--- src/hdl/ps2hid_pkg.sv ---
// Shared types, constants and the scan code lookup table of the decoder.
// No dependencies.
package ps2hid_pkg;

  localparam logic [7:0] PfxPause  = 8'he1;
  localparam logic [7:0] PfxExt    = 8'he0;
  localparam logic [7:0] PfxRel    = 8'hf0;
  localparam logic [7:0] FakeShift = 8'h12;
  localparam logic [2:0] PauseTail = 3'd7;

  localparam int unsigned QueueDepthDef = 2;

  typedef enum logic [1:0] {
    StNone  = 2'd0,
    StKey   = 2'd1,
    StUnsup = 2'd2
  } status_e;

  typedef enum logic {
    KindNone   = 1'b0,
    KindLookup = 1'b1
  } cmd_kind_e;

  // Classified byte handed from the front to the back.
  typedef struct packed {
    cmd_kind_e  kind;
    logic       ext;
    logic       rel;
    logic [7:0] code;
  } cmd_t;

  function automatic logic [7:0] usage_lookup(logic [7:0] code, logic ext);
    logic [7:0] u;
    u = 8'h00;
    if (ext) begin
      case (code)
        8'h11: u = 8'he6; 8'h14: u = 8'he4; 8'h1f: u = 8'he3; 8'h27: u = 8'he7;
        8'h2f: u = 8'h65; 8'h4a: u = 8'h54; 8'h5a: u = 8'h58; 8'h69: u = 8'h4d;
        8'h6b: u = 8'h50; 8'h6c: u = 8'h4a; 8'h70: u = 8'h49; 8'h71: u = 8'h4c;
        8'h72: u = 8'h51; 8'h74: u = 8'h4f; 8'h75: u = 8'h52; 8'h7a: u = 8'h4e;
        8'h7c: u = 8'h46; 8'h7d: u = 8'h4b;
        default: u = 8'h00;
      endcase
    end else begin
      case (code)
        8'h01: u = 8'h42; 8'h03: u = 8'h3e; 8'h04: u = 8'h3c; 8'h05: u = 8'h3a;
        8'h06: u = 8'h3b; 8'h07: u = 8'h45; 8'h09: u = 8'h43; 8'h0a: u = 8'h41;
        8'h0b: u = 8'h3f; 8'h0c: u = 8'h3d; 8'h0d: u = 8'h2b; 8'h0e: u = 8'h35;
        8'h11: u = 8'he2; 8'h12: u = 8'he1; 8'h14: u = 8'he0; 8'h15: u = 8'h14;
        8'h16: u = 8'h1e; 8'h1a: u = 8'h1d; 8'h1b: u = 8'h16; 8'h1c: u = 8'h04;
        8'h1d: u = 8'h1a; 8'h1e: u = 8'h1f; 8'h21: u = 8'h06; 8'h22: u = 8'h1b;
        8'h23: u = 8'h07; 8'h24: u = 8'h08; 8'h25: u = 8'h21; 8'h26: u = 8'h20;
        8'h29: u = 8'h2c; 8'h2a: u = 8'h19; 8'h2b: u = 8'h09; 8'h2c: u = 8'h17;
        8'h2d: u = 8'h15; 8'h2e: u = 8'h22; 8'h31: u = 8'h11; 8'h32: u = 8'h05;
        8'h33: u = 8'h0b; 8'h34: u = 8'h0a; 8'h35: u = 8'h1c; 8'h36: u = 8'h23;
        8'h3a: u = 8'h10; 8'h3b: u = 8'h0d; 8'h3c: u = 8'h18; 8'h3d: u = 8'h24;
        8'h3e: u = 8'h25; 8'h41: u = 8'h36; 8'h42: u = 8'h0e; 8'h43: u = 8'h0c;
        8'h44: u = 8'h12; 8'h45: u = 8'h27; 8'h46: u = 8'h26; 8'h49: u = 8'h37;
        8'h4a: u = 8'h38; 8'h4b: u = 8'h0f; 8'h4c: u = 8'h33; 8'h4d: u = 8'h13;
        8'h4e: u = 8'h2d; 8'h52: u = 8'h34; 8'h54: u = 8'h2f; 8'h55: u = 8'h2e;
        8'h58: u = 8'h39; 8'h59: u = 8'he5; 8'h5a: u = 8'h28; 8'h5b: u = 8'h30;
        8'h5d: u = 8'h31; 8'h61: u = 8'h64; 8'h66: u = 8'h2a; 8'h69: u = 8'h59;
        8'h6b: u = 8'h5c; 8'h6c: u = 8'h5f; 8'h70: u = 8'h62; 8'h71: u = 8'h63;
        8'h72: u = 8'h5a; 8'h73: u = 8'h5d; 8'h74: u = 8'h5e; 8'h75: u = 8'h60;
        8'h76: u = 8'h29; 8'h77: u = 8'h53; 8'h78: u = 8'h44; 8'h79: u = 8'h57;
        8'h7a: u = 8'h5b; 8'h7b: u = 8'h56; 8'h7c: u = 8'h55; 8'h7d: u = 8'h61;
        8'h7e: u = 8'h47; 8'h83: u = 8'h40;
        default: u = 8'h00;
      endcase
    end
    return u;
  endfunction

endpackage

--- src/hdl/ps2_set2_to_hid_usage_decoder_top.sv ---
// PS/2 scan code set 2 to HID usage decoder, top level.
// Instantiates ps2hid_front, ps2hid_queue and ps2hid_back; uses ps2hid_pkg.
//
// Usage: feed raw keyboard bytes on scan_byte_i with in_valid_i/in_ready_o.
// Every accepted byte yields exactly one transaction on the output channel
// (out_valid_o/out_ready_i) carrying status_o, usage_o and pressed_o, in
// byte order. Status 0 means no key event (prefix, pause tail, fake shift),
// 1 a key transition, 2 an unsupported code; usage and pressed are zero
// unless status is 1.
// Throughput: one byte per cycle while the receiver takes every result, as
// the front updates its flags and the back looks up the table for each byte.
// When the receiver stalls, the output register holds its result and the
// queue (QueueDepth entries) keeps absorbing bytes; in_ready_o is low while
// the queue holds QueueDepth entries, also in a cycle in which the back drains.
// Reset clears the prefix flags, the pause counter, the queue and the output
// valid; no result is pending after reset.
module ps2_set2_to_hid_usage_decoder_top #(
  parameter int unsigned QueueDepth = ps2hid_pkg::QueueDepthDef
) (
  input  logic       clk_i,
  input  logic       rst_ni,
  input  logic       in_valid_i,
  output logic       in_ready_o,
  input  logic [7:0] scan_byte_i,
  output logic       out_valid_o,
  input  logic       out_ready_i,
  output logic [1:0] status_o,
  output logic [7:0] usage_o,
  output logic       pressed_o
);

  logic             push_valid, push_ready;
  ps2hid_pkg::cmd_t push_cmd;
  logic             pop_valid, pop_ready;
  ps2hid_pkg::cmd_t pop_cmd;

  ps2hid_front u_front (
    .clk_i        (clk_i),
    .rst_ni       (rst_ni),
    .in_valid_i   (in_valid_i),
    .in_ready_o   (in_ready_o),
    .scan_byte_i  (scan_byte_i),
    .push_valid_o (push_valid),
    .push_ready_i (push_ready),
    .push_cmd_o   (push_cmd)
  );

  ps2hid_queue #(
    .Depth (QueueDepth)
  ) u_queue (
    .clk_i        (clk_i),
    .rst_ni       (rst_ni),
    .push_valid_i (push_valid),
    .push_ready_o (push_ready),
    .push_cmd_i   (push_cmd),
    .pop_valid_o  (pop_valid),
    .pop_ready_i  (pop_ready),
    .pop_cmd_o    (pop_cmd)
  );

  ps2hid_back u_back (
    .clk_i       (clk_i),
    .rst_ni      (rst_ni),
    .pop_valid_i (pop_valid),
    .pop_ready_o (pop_ready),
    .pop_cmd_i   (pop_cmd),
    .out_valid_o (out_valid_o),
    .out_ready_i (out_ready_i),
    .status_o    (status_o),
    .usage_o     (usage_o),
    .pressed_o   (pressed_o)
  );

endmodule

--- src/hdl/ps2hid_front.sv ---
// Front part: accepts scan bytes, tracks prefix flags and the pause skip count.
// Depends on ps2hid_pkg.
module ps2hid_front (
  input  logic              clk_i,
  input  logic              rst_ni,
  input  logic              in_valid_i,
  output logic              in_ready_o,
  input  logic [7:0]        scan_byte_i,
  output logic              push_valid_o,
  input  logic              push_ready_i,
  output ps2hid_pkg::cmd_t  push_cmd_o
);

  logic       ext_q, ext_d;
  logic       rel_q, rel_d;
  logic [2:0] pause_cnt_q, pause_cnt_d;
  logic       accept;

  assign in_ready_o   = push_ready_i;
  assign push_valid_o = in_valid_i;
  assign accept       = in_valid_i && push_ready_i;

  always_comb begin
    ext_d            = ext_q;
    rel_d            = rel_q;
    pause_cnt_d      = pause_cnt_q;
    push_cmd_o.kind  = ps2hid_pkg::KindNone;
    push_cmd_o.ext   = ext_q;
    push_cmd_o.rel   = rel_q;
    push_cmd_o.code  = scan_byte_i;
    if (pause_cnt_q != 3'd0) begin
      pause_cnt_d = pause_cnt_q - 3'd1;
    end else if (scan_byte_i == ps2hid_pkg::PfxPause) begin
      ext_d       = 1'b0;
      rel_d       = 1'b0;
      pause_cnt_d = ps2hid_pkg::PauseTail;
    end else if (scan_byte_i == ps2hid_pkg::PfxExt) begin
      ext_d = 1'b1;
    end else if (scan_byte_i == ps2hid_pkg::PfxRel) begin
      rel_d = 1'b1;
    end else begin
      ext_d = 1'b0;
      rel_d = 1'b0;
      // drop the synthetic shift of print screen
      if (!(ext_q && scan_byte_i == ps2hid_pkg::FakeShift)) begin
        push_cmd_o.kind = ps2hid_pkg::KindLookup;
      end
    end
  end

  always_ff @(posedge clk_i or negedge rst_ni) begin
    if (!rst_ni) begin
      ext_q       <= 1'b0;
      rel_q       <= 1'b0;
      pause_cnt_q <= 3'd0;
    end else if (accept) begin
      ext_q       <= ext_d;
      rel_q       <= rel_d;
      pause_cnt_q <= pause_cnt_d;
    end
  end

endmodule

--- src/hdl/ps2hid_queue.sv ---
// Short command queue between the front and the back part.
// Depends on ps2hid_pkg.
module ps2hid_queue #(
  parameter int unsigned Depth = ps2hid_pkg::QueueDepthDef
) (
  input  logic              clk_i,
  input  logic              rst_ni,
  input  logic              push_valid_i,
  output logic              push_ready_o,
  input  ps2hid_pkg::cmd_t  push_cmd_i,
  output logic              pop_valid_o,
  input  logic              pop_ready_i,
  output ps2hid_pkg::cmd_t  pop_cmd_o
);

  localparam int unsigned PtrW = (Depth > 1) ? $clog2(Depth) : 1;
  localparam int unsigned CntW = $clog2(Depth + 1);

  ps2hid_pkg::cmd_t slot_q [Depth];
  logic [PtrW-1:0]  wr_ptr_q, wr_ptr_d;
  logic [PtrW-1:0]  rd_ptr_q, rd_ptr_d;
  logic [CntW-1:0]  cnt_q, cnt_d;
  logic             push, pop;

  assign push_ready_o = (cnt_q != CntW'(Depth));
  assign pop_valid_o  = (cnt_q != '0);
  assign push         = push_valid_i && push_ready_o;
  assign pop          = pop_ready_i && pop_valid_o;
  assign pop_cmd_o    = slot_q[rd_ptr_q];

  always_comb begin
    wr_ptr_d = wr_ptr_q;
    rd_ptr_d = rd_ptr_q;
    if (push) begin
      wr_ptr_d = (wr_ptr_q == PtrW'(Depth - 1)) ? '0 : wr_ptr_q + 1'b1;
    end
    if (pop) begin
      rd_ptr_d = (rd_ptr_q == PtrW'(Depth - 1)) ? '0 : rd_ptr_q + 1'b1;
    end
    case ({push, pop})
      2'b10:   cnt_d = cnt_q + 1'b1;
      2'b01:   cnt_d = cnt_q - 1'b1;
      default: cnt_d = cnt_q;
    endcase
  end

  always_ff @(posedge clk_i or negedge rst_ni) begin
    if (!rst_ni) begin
      wr_ptr_q <= '0;
      rd_ptr_q <= '0;
      cnt_q    <= '0;
    end else begin
      wr_ptr_q <= wr_ptr_d;
      rd_ptr_q <= rd_ptr_d;
      cnt_q    <= cnt_d;
    end
  end

  always_ff @(posedge clk_i) begin
    if (push) begin
      slot_q[wr_ptr_q] <= push_cmd_i;
    end
  end

endmodule

--- src/hdl/ps2hid_back.sv ---
// Back part: table lookup of queued commands into the registered result.
// Depends on ps2hid_pkg.
module ps2hid_back (
  input  logic              clk_i,
  input  logic              rst_ni,
  input  logic              pop_valid_i,
  output logic              pop_ready_o,
  input  ps2hid_pkg::cmd_t  pop_cmd_i,
  output logic              out_valid_o,
  input  logic              out_ready_i,
  output logic [1:0]        status_o,
  output logic [7:0]        usage_o,
  output logic              pressed_o
);

  logic                out_valid_q, out_valid_d;
  ps2hid_pkg::status_e status_q, status_d;
  logic [7:0]          usage_q, usage_d;
  logic                pressed_q, pressed_d;
  logic [7:0]          lut_usage;
  logic                load;

  assign pop_ready_o = !out_valid_q || out_ready_i;
  assign load        = pop_valid_i && pop_ready_o;
  assign lut_usage   = ps2hid_pkg::usage_lookup(pop_cmd_i.code, pop_cmd_i.ext);

  always_comb begin
    status_d  = ps2hid_pkg::StNone;
    usage_d   = 8'h00;
    pressed_d = 1'b0;
    if (pop_cmd_i.kind == ps2hid_pkg::KindLookup) begin
      if (lut_usage == 8'h00) begin
        status_d = ps2hid_pkg::StUnsup;
      end else begin
        status_d  = ps2hid_pkg::StKey;
        usage_d   = lut_usage;
        pressed_d = !pop_cmd_i.rel;
      end
    end
    if (load) begin
      out_valid_d = 1'b1;
    end else if (out_ready_i) begin
      out_valid_d = 1'b0;
    end else begin
      out_valid_d = out_valid_q;
    end
  end

  always_ff @(posedge clk_i or negedge rst_ni) begin
    if (!rst_ni) begin
      out_valid_q <= 1'b0;
    end else begin
      out_valid_q <= out_valid_d;
    end
  end

  always_ff @(posedge clk_i) begin
    if (load) begin
      status_q  <= status_d;
      usage_q   <= usage_d;
      pressed_q <= pressed_d;
    end
  end

  assign out_valid_o = out_valid_q;
  assign status_o    = status_q;
  assign usage_o     = usage_q;
  assign pressed_o   = pressed_q;

endmodule

--- config.mk ---
export PLATFORM = sky130hd
export DESIGN_NAME = ps2_set2_to_hid_usage_decoder_top
export DESIGN_NICKNAME = d
export VERILOG_FILES = /design/src/hdl/ps2hid_pkg.sv /design/src/hdl/ps2_set2_to_hid_usage_decoder_top.sv /design/src/hdl/ps2hid_front.sv /design/src/hdl/ps2hid_queue.sv /design/src/hdl/ps2hid_back.sv
export SDC_FILE = /design/constraint.sdc
export NUM_CORES = 1
export LEC_CHECK = 0
export ABC_AREA = 0
export BUFFER_PORTS_ARGS = -buffer_cell sky130_fd_sc_hd__buf_2
export CAP_MARGIN = 20
export CELL_PAD_IN_SITES_DETAIL_PLACEMENT = 0
export CELL_PAD_IN_SITES_GLOBAL_PLACEMENT = 1
export CORE_UTILIZATION = 51
export CTS_CLUSTER_DIAMETER = 100
export DETAILED_ROUTE_END_ITERATION = 10
export HOLD_SLACK_MARGIN = 0.02
export PLACE_DENSITY = 0.83
export SKIP_CTS_REPAIR_TIMING = 1
export SLEW_MARGIN = 15
export SYNTH_ARGS = -nofsm -noshare
export SYNTH_HDL_FRONTEND = slang
export SYNTH_SLANG_ARGS = --single-unit
export TNS_END_PERCENT = 1
--- constraint.sdc ---
create_clock -name clk_i -period 7.4 [get_ports clk_i]
set_input_delay 0.37 -clock clk_i [delete_from_list [all_inputs] [get_ports clk_i]]
set_output_delay 0.37 -clock clk_i [all_outputs]
set_load 0.02 [all_outputs]
# ---- After elaboration in Yosys (flattened, before gate mapping)
# Memory sizes are Yosys's and may differ from the RTL's.
# Index checks and enable logic that the tools add are counted.
dict set report word_totals {
  ff_bits 21
  latchBits 0
  mem_bits_rw 22
  rom_bits 2048
  in_bits 12
  output_inout_bits 13
  elab_cells 85
  mem_count 2
}
dict set report classes {
  addsub 5
  multipliers 0
  div_mod_pow 0
  order_cmp 0
  n_eq_ne 27
  shifts 0
  n_mux 23
  n_bitwise 2
  reduce_logical 16
}
# name words word_bits rd rd_ports_with_merged_regs write_ports line_no
set mem_list {}
lappend mem_list {{(no name shown)} 256 8 1 0 0 ps2hid_pkg.sv:45} ;# case (code)
lappend mem_list {u_queue.slot_q 2 11 1 0 1 ps2hid_queue.sv:19} ;# ps2hid_pkg::cmd_t slot_q [Depth];
# cell count
set ops {}
lappend ops {{8-bit one-hot mux with 18 select lines} 1}
lappend ops {{8-bit by 7-bit equality test with 1-bit output (second input constant)} 13}
lappend ops {{8-bit by 5-bit equality test with 1-bit output (second input constant)} 4}
lappend ops {{8-bit equality test (second input constant)} 3}
lappend ops {{1-bit two-way mux} 17}
lappend ops {{8-bit by 6-bit equality test with 1-bit output (second input constant)} 2}
lappend ops {{8-bit zero test} 1}
lappend ops {{8-bit two-way mux} 1}
lappend ops {{2-bit nonzero test} 4}
lappend ops {{3-bit two-way mux} 2}
lappend ops {{3-bit AND reduction} 2}
lappend ops {{2-bit one-hot mux with 2 select lines} 1}
lappend ops {{1-bit logical AND} 3}
lappend ops {{3-bit by 1-bit != test with 1-bit output (second input constant)} 1}
lappend ops {{3-bit nonzero test} 1}
lappend ops {{3-bit by 1-bit subtractor with 3-bit output (second input constant)} 1}
lappend ops {{1-bit adder (second input constant)} 2}
lappend ops {{2-bit by 1-bit adder with 2-bit output (second input constant)} 1}
lappend ops {{2-bit by 1-bit equality test with 1-bit output (second input constant)} 1}
lappend ops {{2-bit equality test (second input constant)} 1}
lappend ops {{1-bit zero test} 2}
lappend ops {{2-bit two-way mux} 1}
lappend ops {{2-bit by 1-bit != test with 1-bit output (second input constant)} 1}
lappend ops {{2-bit != test (second input constant)} 1}
lappend ops {{5 further kinds} 6}

# ---- Logic depth before layout (Yosys ltp)
# Gate-level depths: netlist of run 1.
dict set report logic_depth {
  depth_word 7
  mapped_depth 15
  mapped_depth_nobuf 11
}

# ---- Modules after synthesis
# A second synthesis of run 1 with hierarchy kept.
dict set report hier_totals {
  hier_cells 412
  area_unflattened_um2 3808.7
}
# module n_inst cells_per_inst area_per_inst_um2 seq_area_each_um2
set by_module_without_submodules {}
lappend by_module_without_submodules {ps2hid_back 1 318 2433.6 355.3}
lappend by_module_without_submodules {ps2hid_queue 1 51 987.2 760.7}
lappend by_module_without_submodules {ps2hid_front 1 43 387.9 125.1}

# ---- Worst setup path after synthesis of run 1
# OpenSTA, ideal clock, no wires.
dict set report synth_timing {
  path_type {flip-flop to flip-flop}
  start {register u_queue.rd_ptr_q}
  end {register u_back.pressed_q, in the netlist u_back.pressed_o (data pin)}
  arrival_time_ps 2922
  path_slack_ps 4222
  path_stages_with_launch 15
  path_cell_list {dfrtp_1 -> buf_6 -> buf_8 -> buf_8 -> mux2i_1 -> inv_2 -> ha_1 -> clkbuf_1 -> mux2i_1 -> o21ai_0 -> o2111ai_1 -> o311ai_1 -> nor4_1 -> nand4_1 -> and3b_1}
}
dict set report synth_between {
  elab_chain_len 6
}
# item line_no
set synth_rtl {}
lappend synth_rtl {{start, declared} ps2hid_queue.sv:21} ;# logic [PtrW-1:0] rd_ptr_q, rd_ptr_d;
lappend synth_rtl {{start signal, assigned} ps2hid_queue.sv:54} ;# rd_ptr_q <= rd_ptr_d;
lappend synth_rtl {{memory read 2 x 11 bit *} -}
lappend synth_rtl {{branches (longest 5 deep; another with memory read 256 x 8 bit)} -}
lappend synth_rtl {{end signal, assigned} ps2hid_back.sv:61} ;# pressed_q <= pressed_d;
lappend synth_rtl {{end, declared} ps2hid_back.sv:19} ;# logic pressed_q, pressed_d;
# Every way passes the cells marked *.
# A chain may end at the register's enable or synchronous reset.

# ---- Worst setup path after layout of run 1
dict set report layout_timing {
  start {register u_queue.rd_ptr_q}
  end {register u_back.status_q[0], in the netlist u_back.status_o[0] (data pin)}
}
dict set report layout_between {
  elab_chain_len 6
}
# item line_no
set layout_rtl {}
lappend layout_rtl {{memory read 2 x 11 bit *} -}
lappend layout_rtl {{branches (longest 5 deep; another with memory read 256 x 8 bit)} -}
lappend layout_rtl {{end signal, assigned} ps2hid_back.sv:59} ;# status_q <= status_d;
lappend layout_rtl {{end, declared} ps2hid_back.sv:17} ;# ps2hid_pkg::status_e status_q, status_d;
# Marked as above.

==> metrics.txt, run 1 <==
outcome=completed; Worst Setup Path Type=reg2reg; crit path capture=u_back.status_o[0]$_SDFFCE_PN0P_; Setup TNS=0 ns; worst reg-to-reg setup slack=3.07 ns; CTS clk-pin slew, worst paths=0.08 ns; Seq/Total Area, Yosys=31.1%; fin crit share=58.5%; power density cells=452 nW/um^2; total die area=8190 sq um; maximum VDD drop=0.166 mV; Reg2Reg Depth=11; RR Endpoint=u_back.status_o[0]$_SDFFCE_PN0P_; Sequential Area=1240 sq um; number of flops mapped to enable cells by yosys=33; Syn Nets=485; post-synth cell types=82; Final Power=1.90 mW; Crit. End Element=register; Antenna Nets Post-Route=0; Synth top area share=24.8%; synthesized instance count=460; Synth area leaders=edfxtp_1 25%, dfrtp_1 6.3%, nand2_1 4.3%; Max Cap Violations=0; #FFs+latches synth=43; Top Ports=25; first-pass GRT wire length=19,400 microns; WL per Instance=22.0 microns; diodes inserted=0; maximum clock frequency=0.231 GHz; largest net degree at the start of global routing=61; Hold Path Class=in2reg; leak pwr=1.55 nW; fraction of registers with async set/reset=23.3%; RSZ-0062 raised after global routing=no; Multi-input gate area=2500 sq um; dpl hpwl=8850 microns; Fin. Hold Viols=0; count of final setup violators=0; starting density of the core=53.9%; top_reg_cell synth=edfxtp_1; count leader, synth=nand2_1; area of the core=7410 sq um; Critical Path AT=4.34 ns; clk_lat worst skew=0.30 ns; number of H-tree levels=2; routed vias=3,983; via density per instance=7.05; Worst Path Required=7.41 ns; Critical Path Source=u_queue.rd_ptr_q$_DFFE_PN0P_; Fill cells=681; # clock sinks=43; final net count=490; Rel. slew slack=38.2%; area delta synth->final=5.04%; Startpoint Class=register; Commonest cells post-synth=46 x nand2_1, 36 x nor2_1, 33 x edfxtp_1, 33 x o21ai_0, 29 x a21oi_1; CTS Buf Count=5; initial DRC count=497; Total GRT Usage=30.4%; reg-to-reg startpoint=u_queue.rd_ptr_q$_DFFE_PN0P_; Avg Cell Area, Syn=8.68 sq um; Die Wd=90.5 microns; initial antenna violation count=0; GR Overflow Total=0; share of layout cells above drive strength 1=14.4%; RePlAce Congestion=1.03; first-pass iteration count of the detailed router=5; IO buf count=24; cell taking the most area after synthesis=edfxtp_1; Clock Skews=0.00480 ns; synthesized area=4000 sq um; Die Span Y=90.5 microns; DRC violation count after routing=0; Worst Max-Slew Pin Slew=0.901 ns; CTS tree=yes; number of global-route vias before repair=3,503; Root Driver=clkbuf_8; Yosys warning count=0; max-slew violation count=0; row cnt=31; Clock Path Buffers=2; crit path max fanout=60; post-layout minimum cycle time=4.33 ns; Routed WL=12,400 microns
[worst min path at each step]
stage	startpoint	end	cells after the start
after CTS	rst_ni	u_back.out_valid_o$_DFFE_PN0P_	1
final	out_ready_i	u_back.out_valid_o$_DFFE_PN0P_	2
after global routing	out_ready_i	u_back.out_valid_o$_DFFE_PN0P_	2
after detailed placement	rst_ni	u_back.out_valid_o$_DFFE_PN0P_	1
after global placement	rst_ni	u_back.out_valid_o$_DFFE_PN0P_	1
after floorplan	rst_ni	u_back.out_valid_o$_DFFE_PN0P_	0
[cell type report]
class,count,share of cell area (%)
multi-input cells,372,59.6
flip-flops and latches,43,29.6
repair buffers,29,3.82
well taps,99,2.95
clock buffers,7,2.56
inverters,14,1.25
clock inverters,1,0.209
[logic make-up after synthesis]
group	share of synthesized area, %
XOR/XNOR	1.53
flip-flops	31.1
AO/OA/AOI/OAI	28.2
AND/OR/NAND/NOR	21.0
adder cells (fa/ha/maj)	4.07
buffers and inverters	6.33
multiplexers	7.80
[per-layer routing]
metal / vias up / part of all wire, % / routed length, microns / track usage [%]
met3: 68 / 12 / 1480 / 6.57
met1: 1815 / 41 / 5120 / 42.6
li1: 1786 / - / - / -
met2: 314 / 43 / 5300 / 44.9
met4: 0 / 4.3 / 535 / 13.0
met5: - / 0 / 0 / 0
[power by group]
group	internal, mW	total, mW	switching, mW
Sequential	0.374	0.443	0.0690
Combinational	0.424	1.28	0.854
Clock	0.0973	0.175	0.0779
[cell usage in the layout, fill, tap and decap left out, types with 12 or more instances in the layout]
cell type   n
nand2b_1   12
buf_2      24
ha_1       13
edfxtp_1   33
nand2_1    46
a21oi_1    29
o21ai_0    33
mux2i_1    17
o211ai_1   18
nor2_1     36
[critical path, stage by stage (launching register included)]
cell and delay, ns:
dfrtp_2 0.34, buf_4 0.53, mux2i_1 0.66, inv_2 0.24
ha_1 0.51, o21ai_1 0.35, a31oi_1 0.15, nor3_1 0.22
o221ai_1 0.20, a221oi_1 0.39, nand4_1 0.22, nor2b_1 0.20
[flip-flops by register name (all words and copies together) (netlist names)]
signal / flops
u_back.status_o: 2
u_queue.wr_ptr_q: 1
u_queue.rd_ptr_q: 1
u_queue.slot_q: 22
u_back.usage_o: 8
u_queue.cnt_q: 2
u_back.pressed_o: 1
u_front.ext_q: 1
u_front.rel_q: 1
u_back.out_valid_o: 1
u_front.pause_cnt_q: 3
[metrics by stage]
stage / hold slack, ns / util, % / setup WS [ns] / cell area, sq um / std cells
after global placement: 0.239 / 54.9 / 3.34 / 4070 / 556
after detailed placement: 0.247 / 54.9 / 3.26 / 4070 / 556
after CTS: -0.0772 / 56.5 / 3.23 / 4190 / 564
after global routing: 0.265 / 56.6 / 2.79 / 4200 / 565
final: 0.262 / 56.6 / 3.07 / 4200 / 565
after floorplan: 0.0744 / - / 4.22 / 4000 / 460
Note: power is estimated with default switching activity, not from simulation.
==> inputs of run 2 (changes only) <==
Settings changed: CORE_UTILIZATION 51 to 43, PLACE_DENSITY 0.83 to 0.74.
Clock period 7.4 ns to 3.7 ns, I/O delays scaled along.
==> metrics.txt, run 2 (synthesis results as in run 1) <==
outcome=finished, violations left; failing checks=design-rule violations; largest net degree at the start of global routing=36 (-41%); RePlAce Congestion=0.974 (-5.1%); initial antenna violation count=0 (unchanged); Die Span Y=98.4 microns (+8.7%); Setup TNS=0 ns (unchanged); Worst Max-Slew Pin Slew=0.870 ns (-0.0313 ns); Rel. slew slack=40.3% (+2.1 points); CTS Buf Count=5 (unchanged); CTS clk-pin slew, worst paths=0.08 ns (about the same); Top Ports=25 (unchanged); post-layout minimum cycle time=3.47 ns (-0.862 ns); initial DRC count=416 (-16%); hold path depth=2 (unchanged); reg-to-reg startpoint=u_queue.slot_q[1][1]$_DFFE_PP_; starting density of the core=45.1% (-8.8 points); Sequential Area=1240 sq um (unchanged); number of H-tree levels=2 (unchanged); row cnt=34 (+9.7%); maximum clock frequency=0.288 GHz (+25%); Total GRT Usage=26.7% (-3.7 points); Worst Path Required=3.75 ns (-3.66 ns); number of global-route vias before repair=3,690 (+5.3%); total die area=9680 sq um (+18%); leak pwr=1.63 nW (+5.0%); Routed WL=12,600 microns (+1.7%); DRC violation count after routing=1 (+1); via density per instance=6.66 (-5.6%); max-slew violation count=0 (unchanged); area delta synth->final=8.61%; Startpoint Class=register; Clock Skews=0.00888 ns (+0.00408 ns); area of the core=8850 sq um (+19%); fin crit share=93.8% (+35 points); max reg flops=22 (unchanged); crit path max fanout=10 (-83%); Hold Path Class=in2reg; GR Overflow Total=0 (unchanged); Reg2Reg Depth=10 (-1); CTS tree=yes; most frequent cells in the layout=46 x nand2_1, 36 x nor2_1, 33 x o21ai_0, 33 x edfxtp_1, 29 x a21oi_1; # clock sinks=43 (unchanged); Die Wd=98.4 microns (+8.7%); Biggest register=u_queue.slot_q; power density cells=895 nW/um^2 (+98%); Critical Path AT=3.52 ns (-0.82 ns); first-pass iteration count of the detailed router=8 (+3); IO buf count=24 (unchanged); Crit. End Element=register; Fill cells=860 (+26%); Root Driver=clkbuf_8; routed vias=3,927 (-1.4%); WL per Instance=21.4 microns (-2.6%); Max Cap Violations=0 (unchanged); worst reg-to-reg setup slack=0.23 ns (-2.84 ns); Worst Setup Path Type=reg2reg; maximum VDD drop=0.330 mV (+99%); Fin. Hold Viols=0 (unchanged); most common cell after layout, fill and taps aside=nand2_1; dpl hpwl=9400 microns (+6.2%); diodes inserted=0 (unchanged); Hold Path End=u_back.out_valid_o$_DFFE_PN0P_; RR Endpoint=u_back.pressed_o$_SDFFCE_PP0P_; Antenna Nets Post-Route=0 (unchanged); Clock Path Buffers=2 (unchanged); final net count=506 (+3.3%); clk_lat worst skew=0.30 ns (about the same); first-pass GRT wire length=20,000 microns (+2.9%); count of final setup violators=0 (unchanged); Final Power=3.88 mW (+100%); Hold Startpoint=out_ready_i; Multi-input gate area=2510 sq um (+0.35%); share of layout cells above drive strength 1=17.6% (+3.3 points)
run 2: layout make-up:
class | count | share of cell area, %
Timing Repair Buffer | 45 | 6.46
Clock inverter | 1 | 0.202
Multi-Input combinational cell | 372 | 57.8
Clock buffer | 7 | 2.48
Inverter | 14 | 1.27
Sequential cell | 43 | 28.6
Tap cell | 108 | 3.11
run 2: through the flow:
stage	hold WS (ns)	setup WS (ns)	util, %	instance area (sq um)	instances
6_report	0.0865	0.230	49.0	4340	590
5_1_grt	0.0969	-0.0252	49.0	4340	590
4_1_cts	-0.253	0.134	48.8	4320	589
3_5_place_dp	0.0727	0.163	47.5	4200	581
3_3_place_gp	0.0681	0.200	47.5	4200	581
2_1_floorplan	-0.111	0.522	-	4000	460
run 2: how the worst max path moves through the flow:
stage,from,endpoint,cells past startpoint
2_1_floorplan,u_queue.rd_ptr_q$_DFFE_PN0P_,u_back.pressed_o$_SDFFCE_PP0P_,14
3_3_place_gp,u_queue.slot_q[1][0]$_DFFE_PP_,u_back.status_o[0]$_SDFFCE_PN0P_,12
3_5_place_dp,u_queue.slot_q[1][0]$_DFFE_PP_,u_back.status_o[0]$_SDFFCE_PN0P_,12
4_1_cts,u_queue.slot_q[1][0]$_DFFE_PP_,u_back.status_o[0]$_SDFFCE_PN0P_,12
5_1_grt,u_queue.slot_q[1][1]$_DFFE_PP_,u_back.status_o[0]$_SDFFCE_PN0P_,10
6_report,u_queue.slot_q[1][1]$_DFFE_PP_,u_back.pressed_o$_SDFFCE_PP0P_,10
run 2: report_power, final:
part           total (mW)  switching, mW  internal [mW]
Sequential          0.867          0.118          0.749
Combinational        2.66           1.73          0.929
Clock               0.357          0.162          0.195
Total                3.88           2.01           1.87
run 2: layer usage:
metal  vias to the layer above  wire length [microns]  track usage (%)
li1                       1809                      -                -
met1                      1854                   5620             38.4
met5                         -                      0                0
met3                        41                   1010             4.58
met2                       223                   5480             39.3
met4                         0                    532             11.4
run 2: critical path, cell delays in order, from the launching register on:
cell      delay [ns]
edfxtp_1        0.44
mux2i_1         0.47
inv_2           0.22
ha_1            0.37
buf_4           0.22
nor4b_1         0.18
o31ai_1         0.40
o211ai_1        0.20
nor4_1          0.33
nand4_1         0.17
and3b_1         0.21
==> inputs of run 3 (changes only) <==
Settings changed: CORE_MARGIN set to 8, SKIP_LAST_GASP set to 1.
==> metrics.txt, run 3 (synthesis results as in run 1) <==
outcome=completed; via density per instance=6.57 (-1.3%); WL per Instance=22.7 microns (+5.7%); Rel. slew slack=42.8% (+2.5 points); power density cells=895 nW/um^2 (about the same); RePlAce Congestion=0.951 (-2.4%); Clock Skews=0.00758 ns (-0.00130 ns); first-pass iteration count of the detailed router=5 (-3); crit path max fanout=10 (unchanged); Max Cap Violations=0 (unchanged); initial DRC count=460 (+11%); maximum clock frequency=0.298 GHz (+3.3%); Critical Path AT=3.38 ns (-0.14 ns); Final Power=3.88 mW (about the same); Worst Max-Slew Pin Slew=0.834 ns (-0.0359 ns); Biggest register=u_queue.slot_q; diodes inserted=0 (unchanged); number of global-route vias before repair=3,709 (+0.51%); post-layout minimum cycle time=3.36 ns (-0.112 ns); largest net degree at the start of global routing=34 (-5.6%); CTS Buf Count=5 (unchanged); max-slew violation count=0 (unchanged); GR Overflow Total=0 (unchanged); Total GRT Usage=21.1% (-5.6 points); Die Span Y=112 microns (+14%); most common cell after layout, fill and taps aside=nand2_1; Startpoint Class=register; Clock Path Buffers=2 (unchanged); Hold Startpoint=out_ready_i; Setup TNS=0 ns (unchanged); initial antenna violation count=0 (unchanged); leak pwr=1.64 nW (+0.64%); Critical Path Source=u_queue.slot_q[0][0]$_DFFE_PP_; final net count=511 (+0.99%); Top Ports=25 (unchanged); Routed WL=13,500 microns (+7.2%); Antenna Nets Post-Route=0 (unchanged); Hold Path Class=in2reg; reg-to-reg startpoint=u_queue.slot_q[0][0]$_DFFE_PP_; DP Area=4240 sq um (+0.98%); area of the core=9110 sq um (+2.9%); Finished Cell Area=4340 sq um (unchanged); RSZ-0062 raised after global routing=no; dpl hpwl=10,300 microns (+9.8%); Root Driver=clkbuf_8; CTS tree=yes; row cnt=35 (+2.9%); Fin. Hold Viols=0 (unchanged); share of layout cells above drive strength 1=17.9% (+0.23 points); DRC violation count after routing=0 (-1); IO buf count=24 (unchanged); # clock sinks=43 (unchanged); hold_ws=0.0742 ns (-0.0123 ns); CTS clk-pin slew, worst paths=0.08 ns (about the same); Crit. End Element=register; routed vias=3,929 (+0.051%); number of H-tree levels=2 (unchanged); max reg flops=22 (unchanged); total die area=12,600 sq um (+30%); fin crit share=90.8% (-3.0 points); clk_lat worst skew=0.30 ns (about the same); area delta synth->final=8.61% (unchanged); worst reg-to-reg setup slack=0.34 ns (+0.11 ns); starting density of the core=43.9% (-1.3 points); most frequent cells in the layout=46 x nand2_1, 36 x nor2_1, 33 x o21ai_0, 33 x edfxtp_1, 29 x a21oi_1; Worst Path Required=3.73 ns (-0.02 ns); Worst Setup Path Type=reg2reg; maximum VDD drop=0.354 mV (+7.2%); Die Wd=112 microns (+14%); first-pass GRT wire length=20,800 microns (+4.1%); count of final setup violators=0 (unchanged)
-- run 3: per-stage QoR --
stage	utilization, %	instances	setup slack, ns
after floorplan	-	460	0.522
after detailed placement	46.6	589	0.421
final	47.6	598	0.342
after global placement	46.6	589	0.445
after global routing	47.6	598	0.225
after CTS	47.5	597	0.394
-- run 3: final timing paths --
path | endpoint | cells past startpoint
max | u_back.status_o[1]$_SDFFCE_PN0P_ | 10
min | u_back.out_valid_o$_DFFE_PN0P_ | 2
max reg2reg | u_back.status_o[1]$_SDFFCE_PN0P_ | 10
min reg2reg | u_queue.slot_q[0][8]$_DFFE_PP_ | 0
max in group asynchronous | u_queue.rd_ptr_q$_DFFE_PN0P_ | 2
min in group asynchronous | u_queue.rd_ptr_q$_DFFE_PN0P_ | 2
-- run 3: final cells by class --
class	count	area [sq um]
fillers	917	4770
multi-input cells	372	2500
flip-flops and latches	43	1240
repair buffers	50	318
well taps	111	139
clock buffers	6	72.6
inverters	14	52.6
clock inverters	2	13.8
-- run 3: critical path, stage by stage (launching register included) --
cell      delay, ns
edfxtp_1       0.49
mux2_2         0.37
inv_2          0.07
ha_1           0.50
mux2i_1        0.22
o311ai_0       0.52
o21ai_0        0.15
o21ai_0        0.37
a222oi_1       0.18
nand4_1        0.16
nor2_1         0.05
-- run 3: metal layers --
layer  track usage [%]  up-vias  routed length [microns]  part of all wire (%)
met3              4.67       41                     1230                   9.1
met2              33.2      229                     6100                    45
met4              10.1        0                      552                   4.1
met1              26.9     1832                     5660                    42
li1                  -     1827                        -                     -
met5                 0        -                        0                     0
-- run 3: report_power, final --
| part | switching, mW | total (mW) | internal [mW] |
|---|---|---|---|
| combinational | 1.77 | 2.72 | 0.950 |
| sequential | 0.120 | 0.869 | 0.749 |
| clock | 0.163 | 0.296 | 0.133 |
| total | 2.05 | 3.88 | 1.83 |
